$ cat config.mk
export PLATFORM = sky130hd
export DESIGN_NAME = substring_occurrence_counter_core
export DESIGN_NICKNAME = d
export VERILOG_FILES = /design/src/rtl/soc_pkg.sv /design/src/rtl/soc_cell.sv /design/src/rtl/substring_occurrence_counter_core.sv
export VERILOG_INCLUDE_DIRS = /design/src /design/src/rtl
export SDC_FILE = /design/constraint.sdc
export NUM_CORES = 2
export LEC_CHECK = 0
export BUFFER_PORTS_ARGS = -buffer_cell sky130_fd_sc_hd__buf_2
export CAP_MARGIN = 15
export CORE_MARGIN = 4
export CORE_UTILIZATION = 40
export DETAILED_ROUTE_END_ITERATION = 10
export PLACE_DENSITY = 0.65
export REMOVE_ABC_BUFFERS = 1
export SLEW_MARGIN = 15
export SYNTH_ARGS = -nofsm -noshare
export SYNTH_HDL_FRONTEND = slang
export SYNTH_SLANG_ARGS = --single-unit
$ cat constraint.sdc
create_clock -name clock -period 14.65 [get_ports clock]
set_input_delay 2.93 -clock clock [delete_from_list [all_inputs] [get_ports clock]]
set_output_delay 2.93 -clock clock [all_outputs]
set_load 0.05 [all_outputs]
$ cat src/rtl/substring_occurrence_counter_core_defines.svh
// Assertion helpers, clocked on clock and disabled during reset.
`ifndef SUBSTRING_OCCURRENCE_COUNTER_CORE_DEFINES_SVH
`define SUBSTRING_OCCURRENCE_COUNTER_CORE_DEFINES_SVH

`ifndef SYNTHESIS
`define SOC_ASSERT_SAME(label, cause, effect) \
   label: assert property (@(posedge clock) disable iff (reset) (cause) |-> (effect)) \
      else $error("soc: check failed in same cycle");
`define SOC_ASSERT_NEXT(label, cause, effect) \
   label: assert property (@(posedge clock) disable iff (reset) (cause) |=> (effect)) \
      else $error("soc: check failed in next cycle");
`else
`define SOC_ASSERT_SAME(label, cause, effect)
`define SOC_ASSERT_NEXT(label, cause, effect)
`endif

`endif

$ cat src/rtl/soc_pkg.sv
package soc_pkg;

   localparam int PATTERN_STORE       = 32;
   localparam int MAX_PATTERN_DEFAULT = 32;
   localparam int COUNT_BITS_DEFAULT  = 32;
   localparam int LENGTH_BITS         = 6;
   localparam int CSR_INDEX_BITS      = 3;
   localparam int CSR_DATA_BITS       = 64;
   localparam int RESULT_BITS         = 32;

   localparam logic [CSR_INDEX_BITS-1:0] CSR_PATTERN_LENGTH = 3'd0;
   localparam logic [CSR_INDEX_BITS-1:0] CSR_PATTERN_WORD_0 = 3'd1;
   localparam logic [CSR_INDEX_BITS-1:0] CSR_PATTERN_WORD_1 = 3'd2;
   localparam logic [CSR_INDEX_BITS-1:0] CSR_PATTERN_WORD_2 = 3'd3;
   localparam logic [CSR_INDEX_BITS-1:0] CSR_PATTERN_WORD_3 = 3'd4;

   typedef struct packed {
      logic                   shift;
      logic                   clear;
      logic [LENGTH_BITS-1:0] length;
   } soc_cell_ctrl_type;

endpackage

$ cat src/rtl/soc_cell.sv
module soc_cell #(
   parameter int AGE = 1
) (
   input  logic                       clock,
   input  logic                       reset,
   input  soc_pkg::soc_cell_ctrl_type ctrl,
   input  logic [7:0]                 byte_in,
   input  logic                       valid_in,
   input  logic [7:0]                 pattern_byte,
   output logic [7:0]                 byte_out,
   output logic                       valid_out,
   output logic                       ok
);
   import soc_pkg::*;

   localparam logic [7:0] AGE_L = 8'(AGE);

   logic [7:0] byte_ff;
   logic [7:0] byte_in_mux;
   logic       valid_ff;
   logic       valid_in_mux;

   always_comb begin
      valid_in_mux = valid_ff;
      byte_in_mux  = byte_ff;
      if (ctrl.clear) begin
         valid_in_mux = 1'b0;
      end else if (ctrl.shift) begin
         valid_in_mux = valid_in;
         byte_in_mux  = byte_in;
      end
   end

   always_ff @(posedge clock) begin
      if (reset) begin
         valid_ff <= 1'b0;
      end else begin
         valid_ff <= valid_in_mux;
      end
   end

   always_ff @(posedge clock) begin
      byte_ff <= byte_in_mux;
   end

   // positions at or beyond the pattern length do not take part
   assign ok        = ({2'b00, ctrl.length} <= AGE_L) ||
                      (valid_ff && (byte_ff == pattern_byte));
   assign byte_out  = byte_ff;
   assign valid_out = valid_ff;

endmodule

$ cat src/rtl/substring_occurrence_counter_core.sv
// The count is registered and presented in the cycle after the last-marked byte is accepted.
// Throughput: one text byte per cycle; the window compare across the cell row is parallel.
// Only a last-marked byte waits for the result register; other bytes pass while it is full.
// Synchronous reset clears the pattern registers, window, count and terminator flag.
`include "substring_occurrence_counter_core_defines.svh"
module substring_occurrence_counter_core #(
   parameter int MAX_PATTERN = soc_pkg::MAX_PATTERN_DEFAULT,
   parameter int COUNT_BITS  = soc_pkg::COUNT_BITS_DEFAULT
) (
   input  logic                                 clock,
   input  logic                                 reset,
   input  logic                                 req_valid,
   output logic                                 req_ready,
   input  logic [7:0]                           req_text_byte,
   input  logic                                 req_last_byte,
   output logic                                 rsp_valid,
   input  logic                                 rsp_ready,
   output logic [soc_pkg::RESULT_BITS-1:0]      rsp_match_count,
   input  logic                                 csr_write_enable,
   input  logic [soc_pkg::CSR_INDEX_BITS-1:0]   csr_index,
   input  logic [soc_pkg::CSR_DATA_BITS-1:0]    csr_write_data
);
   import soc_pkg::*;

   localparam int WINDOW = (MAX_PATTERN > 1) ? MAX_PATTERN - 1 : 1;
   localparam int LIMIT  = (MAX_PATTERN < PATTERN_STORE) ? MAX_PATTERN : PATTERN_STORE;
   localparam logic [COUNT_BITS-1:0] COUNT_MAX = {COUNT_BITS{1'b1}};

   // configuration
   logic [LENGTH_BITS-1:0]   pattern_length_ff, pattern_length_in;
   logic [CSR_DATA_BITS-1:0] pattern_word_ff [4];
   logic [CSR_DATA_BITS-1:0] pattern_word_in [4];

   always_comb begin
      pattern_length_in = pattern_length_ff;
      for (int w = 0; w < 4; w++) begin
         pattern_word_in[w] = pattern_word_ff[w];
      end
      if (csr_write_enable) begin
         unique case (csr_index)
            CSR_PATTERN_LENGTH: pattern_length_in  = csr_write_data[LENGTH_BITS-1:0];
            CSR_PATTERN_WORD_0: pattern_word_in[0] = csr_write_data;
            CSR_PATTERN_WORD_1: pattern_word_in[1] = csr_write_data;
            CSR_PATTERN_WORD_2: pattern_word_in[2] = csr_write_data;
            CSR_PATTERN_WORD_3: pattern_word_in[3] = csr_write_data;
            default: ;
         endcase
      end
   end

   always_ff @(posedge clock) begin
      if (reset) begin
         pattern_length_ff <= '0;
         for (int w = 0; w < 4; w++) begin
            pattern_word_ff[w] <= '0;
         end
      end else begin
         pattern_length_ff <= pattern_length_in;
         for (int w = 0; w < 4; w++) begin
            pattern_word_ff[w] <= pattern_word_in[w];
         end
      end
   end

   // effective length and pattern aligned to byte age (age 0 = current byte)
   logic [LENGTH_BITS-1:0]     length_eff;
   logic [LENGTH_BITS-1:0]     gap;
   logic [PATTERN_STORE*8-1:0] pattern_flat;
   logic [PATTERN_STORE*8-1:0] pattern_rev;
   logic [PATTERN_STORE*8-1:0] aligned;

   always_comb begin
      length_eff   = (pattern_length_ff > LENGTH_BITS'(LIMIT)) ? LENGTH_BITS'(LIMIT)
                                                               : pattern_length_ff;
      pattern_flat = {pattern_word_ff[3], pattern_word_ff[2],
                      pattern_word_ff[1], pattern_word_ff[0]};
      for (int i = 0; i < PATTERN_STORE; i++) begin
         pattern_rev[i*8 +: 8] = pattern_flat[(PATTERN_STORE-1-i)*8 +: 8];
      end
      gap     = LENGTH_BITS'(PATTERN_STORE) - length_eff;
      aligned = pattern_rev >> {gap, 3'b000};
   end

   // stream control
   logic                  accept;
   logic                  active;
   logic                  clear;
   logic                  hit;
   logic                  terminator_ff, terminator_in;
   logic [COUNT_BITS-1:0] total_ff, total_in;
   logic [COUNT_BITS-1:0] count_next;
   logic [63:0]           count_wide;
   soc_cell_ctrl_type     cell_ctrl;

   logic [7:0]        cell_byte  [WINDOW];
   logic [WINDOW-1:0] cell_valid;
   logic [WINDOW-1:0] cell_ok;

   logic                   rsp_valid_ff, rsp_valid_in;
   logic [RESULT_BITS-1:0] rsp_count_ff, rsp_count_in;

   assign req_ready = !rsp_valid_ff || rsp_ready || !req_last_byte;
   assign accept    = req_valid && req_ready;
   assign active    = accept && !terminator_ff && (req_text_byte != 8'h00);
   assign clear     = accept && req_last_byte;

   assign cell_ctrl.shift  = active;
   assign cell_ctrl.clear  = clear;
   assign cell_ctrl.length = length_eff;

   genvar k;
   generate
      for (k = 0; k < WINDOW; k++) begin : g_cell
         logic [7:0] byte_in_k;
         logic       valid_in_k;
         logic [7:0] pattern_k;
         if (k == 0) begin : g_head
            assign byte_in_k  = req_text_byte;
            assign valid_in_k = 1'b1;
         end else begin : g_link
            assign byte_in_k  = cell_byte[k-1];
            assign valid_in_k = cell_valid[k-1];
         end
         if (k + 1 < PATTERN_STORE) begin : g_cmp
            assign pattern_k = aligned[(k+1)*8 +: 8];
         end else begin : g_nocmp
            assign pattern_k = 8'h00;
         end
         soc_cell #(
            .AGE (k + 1)
         ) u_cell (
            .clock        (clock),
            .reset        (reset),
            .ctrl         (cell_ctrl),
            .byte_in      (byte_in_k),
            .valid_in     (valid_in_k),
            .pattern_byte (pattern_k),
            .byte_out     (cell_byte[k]),
            .valid_out    (cell_valid[k]),
            .ok           (cell_ok[k])
         );
      end
   endgenerate

   always_comb begin
      hit        = (length_eff != '0) && (req_text_byte == aligned[7:0]) && (&cell_ok);
      count_next = (hit && (total_ff != COUNT_MAX)) ? total_ff + COUNT_BITS'(1) : total_ff;
      count_wide = 64'(active ? count_next : total_ff);

      total_in      = total_ff;
      terminator_in = terminator_ff;
      if (clear) begin
         total_in      = '0;
         terminator_in = 1'b0;
      end else if (active) begin
         total_in = count_next;
      end else if (accept && (req_text_byte == 8'h00)) begin
         terminator_in = 1'b1;
      end

      rsp_valid_in = rsp_valid_ff;
      rsp_count_in = rsp_count_ff;
      if (clear) begin
         rsp_valid_in = 1'b1;
         rsp_count_in = count_wide[RESULT_BITS-1:0];
      end else if (rsp_ready) begin
         rsp_valid_in = 1'b0;
      end
   end

   always_ff @(posedge clock) begin
      if (reset) begin
         total_ff      <= '0;
         terminator_ff <= 1'b0;
         rsp_valid_ff  <= 1'b0;
      end else begin
         total_ff      <= total_in;
         terminator_ff <= terminator_in;
         rsp_valid_ff  <= rsp_valid_in;
      end
   end

   always_ff @(posedge clock) begin
      rsp_count_ff <= rsp_count_in;
   end

   assign rsp_valid       = rsp_valid_ff;
   assign rsp_match_count = rsp_count_ff;

   `SOC_ASSERT_NEXT(a_last_gives_result, clear, rsp_valid_ff)
   `SOC_ASSERT_NEXT(a_last_clears_stream, clear,
                    (cell_valid == '0) && !terminator_ff && (total_ff == '0))
   `SOC_ASSERT_NEXT(a_stopped_holds_count, accept && terminator_ff && !req_last_byte,
                    $stable(total_ff))
   `SOC_ASSERT_SAME(a_stopped_no_shift, terminator_ff, !cell_ctrl.shift)

endmodule
==> results.txt <==
Dominant cells by area after synthesis = edfxtp_1 (21%), dfxtp_1 (16%), mux2i_1 (13%)
Final nets = 4500
Post-detail-place hpwl = 153000 µm
First-pass GRT wire length = 285000 µm
Die Y = 325 µm
H-Tree Depth = 3
Die width = 325 µm
Overall Global Routing Usage = 37.3%
Overall Power = 4.56 mW
Filler cell count = 9640
Post-Layout Inst Area = 44400 µm²
CTS Sinks = 607
Mean post-synth cell area = 8.98 µm²
Worst setup SP type = register
Clk_lat worst skew = 0.72 ns
Slew Viols, Final = 0
RSZ-0062 raised after global routing = false
DRT iter0 DRCs = 6046
Tcrit/Tclk final = 61.7%
Grt total ovfl = 0
Hold Path Class = register to register
Post-synth EDFFs = 280
Critical Path Sink Type = register
GPL Wtd Cong = 1.14
WP data required = 15.07 ns
Setup TNS = 0 ns
DRC viols = 0
Capture point of the worst reg-to-reg path = rsp_match_count[20]$_DFFE_PP_
Worst-Margin Slew = 1.32 ns
Fmax = 0.111 GHz
Via Count = 39600
CTS Buffer Depth = 3
Vias in the first global route = 36100
Skew final = 0.0368 ns
Critical path class = register to register
Total Wirelength = 206000 µm
Worst vdd ir = 0.0000852 V
Reg2Reg Setup Slack = 5.61 ns
Share of layout cells above drive strength 1 = 13.1%
Sequential share of the synthesized area = 37.3%
Synth unique cells = 96
Cell count after synthesis = 4467
Die area = 105000 µm²
Most used flip-flop cell after synthesis = dfxtp_1
Crit path from = pattern_length_ff[5]$_SDFFE_PP0P_
Hold Crit Depth = 2
TritonCTS clock tree = yes
CP max FO = 74
Final number of setup-violating endpoints = 0
Leakage = 16.2 nW
1st-pass router iterations = 9
DR WL/cell = 35.7 µm
Clock slew at reported path FFs = 0.07 ns
Cts repair resizes = 0
Dominant cell type by area after synthesis = edfxtp_1
Core area = 99000 µm²
Status = completed
Post-DP Area = 41800 µm²
Via/cell ratio = 6.87
Worst-case reg-to-reg path depth = 18
Port buffer count = 114
Largest net degree at the start of global routing = 127
I/O pin count = 115
Relative slew slack = 9.28%
Initial antenna violation count = 22
Synth Register Bits = 607
CTS Buf Count = 73
Ys async rst share = 0%
CP endpoint = rsp_match_count[20]$_DFFE_PP_
Hold buffer count at CTS = 0
R2R Path Start = pattern_length_ff[5]$_SDFFE_PP0P_
Core Util, Final = 44.9%
Shortest period the worst path allows = 9.04 ns
Initial Utilization = 40.5%
Area delta synth->final = 10.8%
Mapped cell area = 40100 µm²
Cell Pwr Density = 103 nW/µm²
Crit path DAT = 9.46 ns
ANT nets after route = 0
Post-CTS setup buffer count = 0
Row cnt = 115
Root buf cell = clkbuf_16
Area share of the largest cell type after synthesis = 21.0%
Synth warnings = 0
Max-cap violations = 0
Final Hold Viols = 0
## layout make-up
cell class / count / area, µm² / share of cell area [%]
diodes: 12 / 30.0 / 0.0676
multi-input cells: 3461 / 23500 / 53.0
flip-flops and latches: 607 / 15000 / 33.7
clock inverters: 32 / 454 / 1.02
well taps: 1287 / 1610 / 3.62
clock buffers: 103 / 2150 / 4.83
inverters: 41 / 161 / 0.363
repair buffers: 230 / 1540 / 3.47
## registers in the layout (all words and copies together) (netlist names)
| signal | flops |
|---|---|
| rsp_valid | 1 |
| pattern_length_ff | 6 |
| g_cell.u_cell.byte_out | 248 |
| g_cell.u_cell.valid_out | 31 |
| rsp_match_count | 32 |
| pattern_word_ff | 256 |
| terminator_ff | 1 |
| total_ff | 32 |
## how the worst min path moves through the flow
stage / endpoint / start / slack, ns
after floorplan: pattern_word_ff[3][56]$_SDFFE_PP0P_ / pattern_word_ff[3][56]$_SDFFE_PP0P_ / 0.43
after global placement: pattern_word_ff[3][62]$_SDFFE_PP0P_ / pattern_word_ff[3][62]$_SDFFE_PP0P_ / 0.44
after detailed placement: pattern_word_ff[3][62]$_SDFFE_PP0P_ / pattern_word_ff[3][62]$_SDFFE_PP0P_ / 0.45
after CTS: g_cell[6].u_cell.byte_out[2]$_DFFE_PP_ / g_cell[5].u_cell.byte_out[2]$_DFFE_PP_ / 0.45
after global routing: g_cell[6].u_cell.byte_out[2]$_DFFE_PP_ / g_cell[5].u_cell.byte_out[2]$_DFFE_PP_ / 0.48
final: pattern_word_ff[3][56]$_SDFFE_PP0P_ / pattern_word_ff[3][56]$_SDFFE_PP0P_ / 0.46
## worst max-delay path: stages (launching register included)
cell and delay (ns):
dfxtp_2 0.31, buf_4 0.33, nor2b_4 0.19, inv_8 0.51, ha_1 0.71, nand2b_1 0.54, nand3_4 0.61, buf_4 0.57
buf_4 0.47, nand2_1 0.32, nor3_1 1.01, a221oi_1 0.24, xnor2_1 0.33, o41a_1 0.42, nor3_1 0.33, nand4_1 0.36
or2_2 0.75, o41ai_1 0.57, nand2_1 0.08
## cells in the final DEF, fill, tap and decap left out, types with 58 or more instances in the layout
cell         n
o22ai_1     65
o21ai_0    100
nand3_1     88
nor2_1     163
xor2_1      58
mux4_2      70
xnor2_1     68
nor3_1      84
buf_2      113
mux2_2      93
edfxtp_1   280
buf_4      108
mux2i_1    533
dfxtp_1    326
clkbuf_16   78
nand2_1    852
a21oi_1    447
## power breakdown
group          internal, mW  total, mW  switching (mW)
logic                 0.178      0.681           0.503
clock network          1.13       1.99           0.852
registers              1.82       1.89          0.0648
## kinds of logic after synthesis
group | synth area share (%)
simple gates | 17.4
compound gates | 17.9
buf+inv | 4.63
flops | 37.3
fa+ha+maj | 0.156
xor+xnor | 2.75
mux | 19.9
## cells in the mapped netlist, types with 13 or more instances
| master | n |
|---|---|
| a211o_1 | 13 |
| a211oi_1 | 52 |
| a21oi_1 | 449 |
| a221oi_1 | 25 |
| a22oi_1 | 38 |
| a31oi_1 | 48 |
| a32oi_1 | 14 |
| and2_1 | 22 |
| and3_1 | 33 |
| buf_1 | 30 |
| buf_2 | 106 |
| buf_4 | 28 |
| buf_6 | 16 |
| clkbuf_1 | 178 |
| dfxtp_1 | 327 |
| edfxtp_1 | 280 |
| inv_1 | 40 |
| mux2_2 | 93 |
| mux2i_1 | 537 |
| mux4_2 | 70 |
| nand2_1 | 853 |
| nand2b_1 | 21 |
| nand3_1 | 93 |
| nand4_1 | 53 |
| nor2_1 | 167 |
| nor2b_1 | 14 |
| nor3_1 | 90 |
| nor4_1 | 40 |
| nor4b_1 | 13 |
| o211ai_1 | 32 |
| o21ai_0 | 103 |
| o221ai_1 | 19 |
| o22ai_1 | 65 |
| o31a_1 | 13 |
| o31ai_1 | 56 |
| o32ai_1 | 25 |
| or3_1 | 15 |
| or4_1 | 42 |
| xnor2_1 | 68 |
| xor2_1 | 58 |
## metal layers
metal	global-route usage, %	vias to the layer above	wire, µm
li1	-	16700	-
met1	49.2	19300	80400
met2	51.9	2891	82200
met3	13.2	761	27200
met4	23.4	6	16100
met5	0	-	40
## per-stage QoR
stage	setup WS [ns]	hold slack, ns	std cells
4_1_cts	6.04	0.451	5761
2_1_floorplan	-16.89	0.427	4109
3_3_place_gp	5.62	0.445	5625
3_5_place_dp	6.06	0.450	5626
6_report	5.61	0.458	5773
5_1_grt	5.49	0.477	5761
Power figures use the tool's default switching activity.
